[src/design/sgr_pkg.sv]
`timescale 1ns / 1ps
// ----------------------------------------------------------------------------
// sgr_pkg: shared types and constants for the SGR mouse and key parser
// Byte codes, command codes, the input word and the result word layouts,
// and the saturating decimal accumulate step.
// ----------------------------------------------------------------------------
package sgr_pkg;

    // Longest escape sequence body, in bytes after ESC
    localparam int MAX_SEQ   = 63;
    localparam int SEQ_CNT_W = $clog2(MAX_SEQ + 1);

    localparam int COORD_W = 16;
    localparam int BTN_W   = 3;

    localparam logic [COORD_W-1:0] COORD_MAX = {COORD_W{1'b1}};

    // Byte codes
    localparam logic [7:0] CHAR_ESC    = 8'h1B;
    localparam logic [7:0] CHAR_LBRACK = 8'h5B;
    localparam logic [7:0] CHAR_LT     = 8'h3C;
    localparam logic [7:0] CHAR_SEMI   = 8'h3B;
    localparam logic [7:0] CHAR_PRESS  = 8'h4D;
    localparam logic [7:0] CHAR_REL    = 8'h6D;
    localparam logic [7:0] CHAR_ZERO   = 8'h30;
    localparam logic [7:0] CHAR_NINE   = 8'h39;

    // Button code that names no button
    localparam logic [1:0] BTN_CODE_NONE = 2'd3;

    typedef enum logic [1:0] {
        CMD_DATA   = 2'd0,
        CMD_NONE   = 2'd1,
        CMD_UPDATE = 2'd2
    } cmd_t;

    typedef struct packed {
        logic [1:0] cmd;
        logic [7:0] in_byte;
    } item_t;

    typedef struct packed {
        logic               key_valid;
        logic [7:0]         key_code;
        logic               mouse_valid;
        logic [COORD_W-1:0] pointer_x;
        logic [COORD_W-1:0] pointer_y;
        logic [BTN_W-1:0]   buttons_now;
        logic [BTN_W-1:0]   buttons_before;
    } result_t;

    // acc * 10 + d, saturated to the coordinate width
    function automatic logic [COORD_W-1:0] sat_mac10(
        input logic [COORD_W-1:0] acc,
        input logic [3:0]         d
    );
        logic [COORD_W+3:0] v;
        v = {1'b0, acc, 3'b000} + {3'b000, acc, 1'b0} + {{COORD_W{1'b0}}, d};
        if (v > {4'b0000, COORD_MAX}) begin
            return COORD_MAX;
        end
        return v[COORD_W-1:0];
    endfunction

endpackage

[src/design/sgr_in_stage.sv]
`timescale 1ns / 1ps
// ----------------------------------------------------------------------------
// sgr_in_stage: input word register
// Captures one word from the input channel and holds it until the parser
// stage takes it; refills in the same cycle for full throughput.
// ----------------------------------------------------------------------------
module sgr_in_stage
    import sgr_pkg::*;
(
    input  logic       clk,
    input  logic       rst_n,
    input  logic       in_valid,
    output logic       in_ready,
    input  logic [1:0] cmd,
    input  logic [7:0] in_byte,
    input  logic       take,
    output logic       item_valid,
    output item_t      item
);

    logic  valid_reg;
    logic  valid_next;
    item_t item_reg;

    // Accept when empty or when the held word leaves this cycle
    assign in_ready = !valid_reg || take;

    always_comb
    begin
        valid_next = valid_reg;
        if (in_ready) begin
            valid_next = in_valid;
        end
    end

    // Clear valid under reset; payload has no reset and loads on each accepted word
    always_ff @(posedge clk or negedge rst_n)
    begin
        if (!rst_n) begin
            valid_reg <= 1'b0;
        end else begin
            valid_reg <= valid_next;
        end
    end

    always_ff @(posedge clk)
    begin
        if (in_valid && in_ready) begin
            item_reg.cmd     <= cmd;
            item_reg.in_byte <= in_byte;
        end
    end

    assign item_valid = valid_reg;
    assign item       = item_reg;

endmodule

[src/design/sgr_parser.sv]
`timescale 1ns / 1ps
// ----------------------------------------------------------------------------
// sgr_parser: escape sequence parser and pointer state
// Walks one word per cycle, when a word is taken, through the ESC [ < b ; x ; y sequence, keeps
// the accumulated fields, and commits position and buttons when a
// well-formed report ends. Produces the result word for every word taken.
// ----------------------------------------------------------------------------
module sgr_parser
    import sgr_pkg::*;
(
    input  logic    clk,
    input  logic    rst_n,
    input  logic    fire,
    input  item_t   item,
    output result_t result
);

    typedef enum logic [2:0] {
        PH_IDLE,
        PH_WANT_BRACKET,
        PH_WANT_LT,
        PH_FIELDS,
        PH_TAIL
    } phase_t;

    phase_t               phase_reg, phase_next;
    logic [SEQ_CNT_W-1:0] seq_count_reg, seq_count_next;
    logic [1:0]           field_index_reg, field_index_next;
    logic                 has_digit_reg, has_digit_next;
    logic                 malformed_reg, malformed_next;
    logic [1:0]           btn_code_reg, btn_code_next;
    logic [COORD_W-1:0]   acc_x_reg, acc_x_next;
    logic [COORD_W-1:0]   acc_y_reg, acc_y_next;
    logic [COORD_W-1:0]   held_x_reg, held_x_next;
    logic [COORD_W-1:0]   held_y_reg, held_y_next;
    logic [BTN_W-1:0]     buttons_reg, buttons_next;
    logic [BTN_W-1:0]     buttons_prev_reg, buttons_prev_next;

    cmd_t                 cmd_code;
    logic [7:0]           byte_in;
    logic [7:0]           digit_diff;
    logic [3:0]           digit;
    logic                 is_digit;
    logic [SEQ_CNT_W-1:0] count_inc;
    logic                 report_ok;
    logic                 do_finish;
    logic                 close_rel;
    logic [BTN_W-1:0]     btn_mask;

    assign cmd_code   = cmd_t'(item.cmd);
    assign byte_in    = item.in_byte;
    assign digit_diff = byte_in - CHAR_ZERO;
    assign digit      = digit_diff[3:0];
    assign is_digit   = (byte_in >= CHAR_ZERO) && (byte_in <= CHAR_NINE);
    assign count_inc  = seq_count_reg + 1'b1;

    // Next state for one word
    always_comb
    begin
        phase_next        = phase_reg;
        seq_count_next    = seq_count_reg;
        field_index_next  = field_index_reg;
        has_digit_next    = has_digit_reg;
        malformed_next    = malformed_reg;
        btn_code_next     = btn_code_reg;
        acc_x_next        = acc_x_reg;
        acc_y_next        = acc_y_reg;
        held_x_next       = held_x_reg;
        held_y_next       = held_y_reg;
        buttons_next      = buttons_reg;
        buttons_prev_next = buttons_prev_reg;
        do_finish         = 1'b0;
        close_rel         = 1'b0;
        report_ok         = 1'b0;
        btn_mask          = '0;

        result                = '0;

        unique case (cmd_code)
            CMD_DATA:
            begin
                if (phase_reg == PH_IDLE) begin
                    if (byte_in == CHAR_ESC) begin
                        // Open a fresh sequence
                        phase_next = PH_WANT_BRACKET;
                    end else begin
                        result.key_valid = 1'b1;
                        result.key_code  = byte_in;
                    end
                end else begin
                    seq_count_next = count_inc;
                    // Advance the parse unless it already failed or is done
                    if (!malformed_reg && phase_reg != PH_TAIL) begin
                        if (phase_reg == PH_WANT_BRACKET) begin
                            if (byte_in == CHAR_LBRACK) begin
                                phase_next = PH_WANT_LT;
                            end else begin
                                malformed_next = 1'b1;
                            end
                        end else if (phase_reg == PH_WANT_LT) begin
                            if (byte_in == CHAR_LT) begin
                                phase_next = PH_FIELDS;
                            end else begin
                                malformed_next = 1'b1;
                            end
                        end else if (is_digit) begin
                            // Button code only matters modulo four
                            if (field_index_reg == 2'd0) begin
                                btn_code_next = {btn_code_reg[0], 1'b0} + digit[1:0];
                            end else if (field_index_reg == 2'd1) begin
                                acc_x_next = sat_mac10(acc_x_reg, digit);
                            end else begin
                                acc_y_next = sat_mac10(acc_y_reg, digit);
                            end
                            has_digit_next = 1'b1;
                        end else if (byte_in == CHAR_SEMI && field_index_reg < 2'd2
                                     && has_digit_reg) begin
                            field_index_next = field_index_reg + 1'b1;
                            has_digit_next   = 1'b0;
                        end else if (field_index_reg == 2'd2 && has_digit_reg) begin
                            phase_next = PH_TAIL;
                        end else begin
                            malformed_next = 1'b1;
                        end
                    end
                    do_finish  = (byte_in == CHAR_PRESS) || (byte_in == CHAR_REL)
                                 || (count_inc >= SEQ_CNT_W'(MAX_SEQ));
                    close_rel  = (byte_in == CHAR_REL);
                end
            end
            CMD_NONE, CMD_UPDATE:
            begin
                do_finish = (phase_reg != PH_IDLE);
            end
            default:
            begin
            end
        endcase

        // Commit a well-formed report and close the sequence
        if (do_finish) begin
            report_ok = !malformed_next && ((phase_next == PH_TAIL)
                        || (phase_next == PH_FIELDS && field_index_next == 2'd2
                            && has_digit_next));
            if (report_ok) begin
                held_x_next = acc_x_next;
                held_y_next = acc_y_next;
                if (btn_code_next != BTN_CODE_NONE) begin
                    btn_mask = BTN_W'(1) << btn_code_next;
                    if (close_rel) begin
                        buttons_next = buttons_reg & ~btn_mask;
                    end else begin
                        buttons_next = buttons_reg | btn_mask;
                    end
                end
            end
            phase_next = PH_IDLE;
        end

        // Clear the sequence scratch whenever it closes or reopens
        if (do_finish || phase_reg == PH_IDLE) begin
            seq_count_next   = '0;
            field_index_next = '0;
            has_digit_next   = 1'b0;
            malformed_next   = 1'b0;
            btn_code_next    = '0;
            acc_x_next       = '0;
            acc_y_next       = '0;
        end

        if (cmd_code == CMD_UPDATE) begin
            buttons_prev_next = buttons_next;
        end

        result.mouse_valid    = report_ok;
        result.pointer_x      = held_x_next;
        result.pointer_y      = held_y_next;
        result.buttons_now    = buttons_next;
        result.buttons_before = buttons_prev_next;
    end

    // Hold parse and pointer state; advance on each word taken
    always_ff @(posedge clk or negedge rst_n)
    begin
        if (!rst_n) begin
            phase_reg        <= PH_IDLE;
            seq_count_reg    <= '0;
            field_index_reg  <= '0;
            has_digit_reg    <= 1'b0;
            malformed_reg    <= 1'b0;
            btn_code_reg     <= '0;
            acc_x_reg        <= '0;
            acc_y_reg        <= '0;
            held_x_reg       <= '0;
            held_y_reg       <= '0;
            buttons_reg      <= '0;
            buttons_prev_reg <= '0;
        end else if (fire) begin
            phase_reg        <= phase_next;
            seq_count_reg    <= seq_count_next;
            field_index_reg  <= field_index_next;
            has_digit_reg    <= has_digit_next;
            malformed_reg    <= malformed_next;
            btn_code_reg     <= btn_code_next;
            acc_x_reg        <= acc_x_next;
            acc_y_reg        <= acc_y_next;
            held_x_reg       <= held_x_next;
            held_y_reg       <= held_y_next;
            buttons_reg      <= buttons_next;
            buttons_prev_reg <= buttons_prev_next;
        end
    end

    // A key press and a mouse report never come from the same word
    a_key_mouse_excl: assert property (@(posedge clk) disable iff (!rst_n)
        fire |-> !(result.key_valid && result.mouse_valid))
        else $error("key and mouse report from one word");

    // A finished report leaves the parser idle
    a_report_closes: assert property (@(posedge clk) disable iff (!rst_n)
        (fire && result.mouse_valid) |=> (phase_reg == PH_IDLE))
        else $error("parser not idle after report");

    // The byte count never reaches the limit between words
    a_count_bound: assert property (@(posedge clk) disable iff (!rst_n)
        seq_count_reg < SEQ_CNT_W'(MAX_SEQ))
        else $error("sequence count past limit");

    // Idle parser keeps its scratch cleared
    a_idle_clean: assert property (@(posedge clk) disable iff (!rst_n)
        (phase_reg == PH_IDLE) |-> (seq_count_reg == '0 && !malformed_reg
                                    && acc_x_reg == '0 && acc_y_reg == '0))
        else $error("idle parser holds stale sequence state");

endmodule

[src/design/sgr_mouse_and_key_parser.sv]
`timescale 1ns / 1ps
// ----------------------------------------------------------------------------
// sgr_mouse_and_key_parser: terminal key and SGR mouse report decoder
// Top level: input word register, parser stage and result register.
// ----------------------------------------------------------------------------
// Takes one word per clock while the output is not stalled, with no
// bubbles: each word is captured in the input register, decoded
// combinationally by the parser (a byte compare and a saturating decimal
// accumulate) and lands in the result register, which drives the outputs.
// Every word yields exactly one result word. Plain bytes are
// reported as key presses; ESC [ < b ; x ; y M/m sequences update the
// pointer position and button bits when the sequence closes on M or m,
// after MAX_SEQ bytes, or on a no-byte or begin-update command.
// Backpressure on the output stalls the whole pipe; the input stays ready
// while the result register is being drained.
// ----------------------------------------------------------------------------
module sgr_mouse_and_key_parser
    import sgr_pkg::*;
(
    input  logic               clk,
    input  logic               rst_n,
    input  logic               in_valid,
    output logic               in_ready,
    input  logic [1:0]         cmd,
    input  logic [7:0]         in_byte,
    output logic               out_valid,
    input  logic               out_ready,
    output logic               key_valid,
    output logic [7:0]         key_code,
    output logic               mouse_valid,
    output logic [COORD_W-1:0] pointer_x,
    output logic [COORD_W-1:0] pointer_y,
    output logic [BTN_W-1:0]   buttons_now,
    output logic [BTN_W-1:0]   buttons_before
);

    item_t   item;
    logic    item_valid;
    logic    advance;
    result_t result;
    result_t result_reg;
    logic    out_valid_reg;
    logic    out_valid_next;

    // Move a word into the result register when it is empty or draining
    assign advance = item_valid && (!out_valid_reg || out_ready);

    sgr_in_stage u_in_stage (
        .clk        (clk),
        .rst_n      (rst_n),
        .in_valid   (in_valid),
        .in_ready   (in_ready),
        .cmd        (cmd),
        .in_byte    (in_byte),
        .take       (advance),
        .item_valid (item_valid),
        .item       (item)
    );

    sgr_parser u_parser (
        .clk    (clk),
        .rst_n  (rst_n),
        .fire   (advance),
        .item   (item),
        .result (result)
    );

    always_comb
    begin
        out_valid_next = out_valid_reg;
        if (advance) begin
            out_valid_next = 1'b1;
        end else if (out_ready) begin
            out_valid_next = 1'b0;
        end
    end

    // Hold the result until the consumer takes it
    always_ff @(posedge clk or negedge rst_n)
    begin
        if (!rst_n) begin
            out_valid_reg <= 1'b0;
        end else begin
            out_valid_reg <= out_valid_next;
        end
    end

    always_ff @(posedge clk)
    begin
        if (advance) begin
            result_reg <= result;
        end
    end

    assign out_valid      = out_valid_reg;
    assign key_valid      = result_reg.key_valid;
    assign key_code       = result_reg.key_code;
    assign mouse_valid    = result_reg.mouse_valid;
    assign pointer_x      = result_reg.pointer_x;
    assign pointer_y      = result_reg.pointer_y;
    assign buttons_now    = result_reg.buttons_now;
    assign buttons_before = result_reg.buttons_before;

    // A stalled result is never dropped
    a_no_drop: assert property (@(posedge clk) disable iff (!rst_n)
        (out_valid_reg && !out_ready) |=> out_valid_reg)
        else $error("stalled result lost");

    // The parser only advances when the result register can take the word
    a_no_overwrite: assert property (@(posedge clk) disable iff (!rst_n)
        advance |-> (!out_valid_reg || out_ready))
        else $error("result overwritten while stalled");

endmodule
[config.mk]
export PLATFORM = sky130hd
export DESIGN_NAME = sgr_mouse_and_key_parser
export DESIGN_NICKNAME = d
export VERILOG_FILES = /design/src/design/sgr_pkg.sv /design/src/design/sgr_in_stage.sv /design/src/design/sgr_parser.sv /design/src/design/sgr_mouse_and_key_parser.sv
export SDC_FILE = /design/constraint.sdc
export NUM_CORES = 1
export LEC_CHECK = 0
export BUFFER_PORTS_ARGS = -buffer_cell sky130_fd_sc_hd__buf_4
export CAP_MARGIN = 0
export CORE_UTILIZATION = 25
export CTS_CLUSTER_DIAMETER = 200
export DETAILED_ROUTE_END_ITERATION = 7
export GPL_TIMING_DRIVEN = 0
export REMOVE_ABC_BUFFERS = 1
export SYNTH_ARGS = -nofsm -noshare
export SYNTH_HDL_FRONTEND = slang
export SYNTH_SLANG_ARGS = --single-unit
[constraint.sdc]
create_clock -name clk -period 7.77 [get_ports clk]
set_input_delay 2.331 -clock clk [delete_from_list [all_inputs] [get_ports clk]]
set_output_delay 2.331 -clock clk [all_outputs]
set_load 0.03 [all_outputs]
==> qor.txt <==
Clk sinks: 145
Slew Limit Fails: 0
Clock transition at the registers of the reported paths: 0.07 ns
DP Wirelength: 14.5 mm
Async SR Flop Fraction: 60.0%
Worst Tran Pin Value: 1.25 ns
RSZ-0062 raised after global routing: no
Via/cell ratio: 5.02
Final Skew: 0.0125 ns
CP most frequent cell: buf_4
Most common cell after layout, fill and taps aside: dfrtp_1
Share of cells above drive strength 1: 16.5%
Post-synthesis cell area: 8970 um^2
GP Congestion: 0.869
Ant. Diodes: 0
Status: finished clean
Final instance area: 10400 um^2
Die width: 191 um
Final period util: 66.1%
Slowest-stage cell, CP: buf_4
CP delay by family, top: buffers and inverters
GRT overflow: 0
First-pass GRT wire length: 36.1 mm
Initial DRC count: 468
CTS tree: yes
Die footprint: 36700 um^2
Synth top area cells: dfrtp_1 (24%), edfxtp_1 (19%), ha_1 (9.8%), mux2i_1 (4.7%), o21ai_0 (3.5%)
Final Setup Violations: 0
CP Capture Type: output pin
# fillers: 3655
Synth area leader: dfrtp_1
Hold Path Class: flip-flop to flip-flop
Setup repair bufs after CTS: 0
CTS Buf Count: 17
Largest net degree at the start of global routing: 88
Root Buffer: clkbuf_16
Core Area: 35500 um^2
Buffer and inverter count on the worst path: 2
Slew HR: 14.3%
Crit Path Max Fanout: 3
Fmax: 0.195 GHz
I/O pins: 64
Vias: 6846
Crit-path max cell delay: 0.19 ns
Yosys synthesis warning count: 0
Initial Util: 25.3%
Layout area overhead: 16.3%
Initial antenna violation count: 0
Synth Instances: 845
Resized Gates After CTS: 0
CP required: 5.44 ns
Worst IR Drop VDD: 0.142 mV
Max_cap viols: 0
Port buffer count: 63
Post-synth EDFFs: 58
Mapped Avg Cell Area: 10.6 um^2
Number of global-route vias before repair: 6815
PwrDens: 174 nW/um^2
Total Routing Usage GR: 12.4%
Row cnt: 69
Total power: 1820 uW
Routed WL: 21.9 mm
Leakage: 0.00450 uW
Final Hold Vio Count: 0
DR DRC count: 0
Number of routed nets with antenna violations: 0
Routed len/inst: 16.0 um
Setup TNS: 0 ns
Post-synthesis cell type count: 77
WS Path Type: input port to output pin
Worst-path cell chain: buf_4 > nand3b_1 > buf_4
Clock Latency Late Sink: 0.44 ns
Register area share after synthesis: 43.7%
Worst EP arrival: 2.81 ns
Final min period: 5.14 ns
Nets: 978
Synth top area share: 24.3%
Post-cts hold buffer count: 0
Placed cell areas: 9880 um^2
Yosys reg bits: 145
Chip height: 191 um
Dominant synthesized flop cell: dfrtp_1
Clock buffer depth: 2
TritonRoute pass-1 iters: 5
Startpoint Class: input port
Most frequent cells in the layout: dfrtp_1 (87), ha_1 (70), buf_4 (65)
H-Tree Depth: 4
-- final timing paths --
path	slack, ns	to	cells past startpoint	from
min in group asynchronous	2.15	u_parser.seq_count_reg[5]	1	rst_n
min reg2reg	0.48	u_parser.buttons_prev_reg[2]	2	u_parser.buttons_prev_reg[2]
max reg2reg	2.97	pointer_x[15]	9	u_in_stage.item[3]
min	0.48	u_parser.buttons_prev_reg[2]	2	u_parser.buttons_prev_reg[2]
max in group asynchronous	4.87	u_parser.held_x_reg[11]	1	rst_n
max	2.63	in_ready	3	out_ready
-- stage by stage --
stage	hold slack (ns)	instances	utilization, %	setup WS [ns]
final	0.483	1364	29.4	2.63
after floorplan	0.448	803	-	2.12
after global placement	0.460	1327	27.6	-0.371
after global routing	0.519	1364	29.4	2.51
after detailed placement	0.471	1331	27.8	2.21
after CTS	0.489	1363	29.4	2.63
-- where the power goes --
part           internal [uW]  switching, uW  leakage, uW
Sequential               824           23.1      0.00161
Clock                    418            364     0.000263
Combinational           57.4            134      0.00262
-- cell usage after synthesis (13+ instances only) --
library cell / instances
nor3_1: 25
ha_1: 70
clkbuf_1: 25
inv_1: 40
nand2_1: 46
mux2_4: 19
edfxtp_1: 58
xnor2_1: 13
nor2_1: 41
mux2i_1: 42
o32ai_1: 20
o21ai_0: 62
dfrtp_1: 87
a31oi_1: 28
a21oi_1: 54
-- metal layers --
layer | vias to the layer above | track usage (%) | part of all wire (%)
met5 | - | 0 | 0
met2 | 127 | 20.2 | 48
met4 | 0 | 3.79 | 1.1
li1 | 3305 | - | -
met3 | 21 | 2.72 | 3.8
met1 | 3393 | 16.4 | 47
-- worst min-delay path, stage by stage, from the launching register on --
cell     delay (ns)
dfrtp_1        0.35
nand2_1        0.05
o31ai_1        0.05
-- cell type report --
class / instances / area, um^2 / share of cell area, %
repair buffers: 68 / 538 / 5.15
clock inverters: 14 / 123 / 1.17
flip-flops and latches: 145 / 3920 / 37.5
clock buffers: 18 / 429 / 4.11
multi-input cells: 617 / 4700 / 45.0
well taps: 461 / 577 / 5.53
inverters: 41 / 156 / 1.50
-- cells by family after synthesis --
group,count (synthesis),share of synthesized area [%]
xor+xnor,22,2.15
fa+ha+maj,75,10.8
buf+inv,83,4.13
compound gates,242,17.5
simple gates,208,12.7
mux,70,8.99
flops,145,43.7
Note: power is estimated with default switching activity, not from simulation.
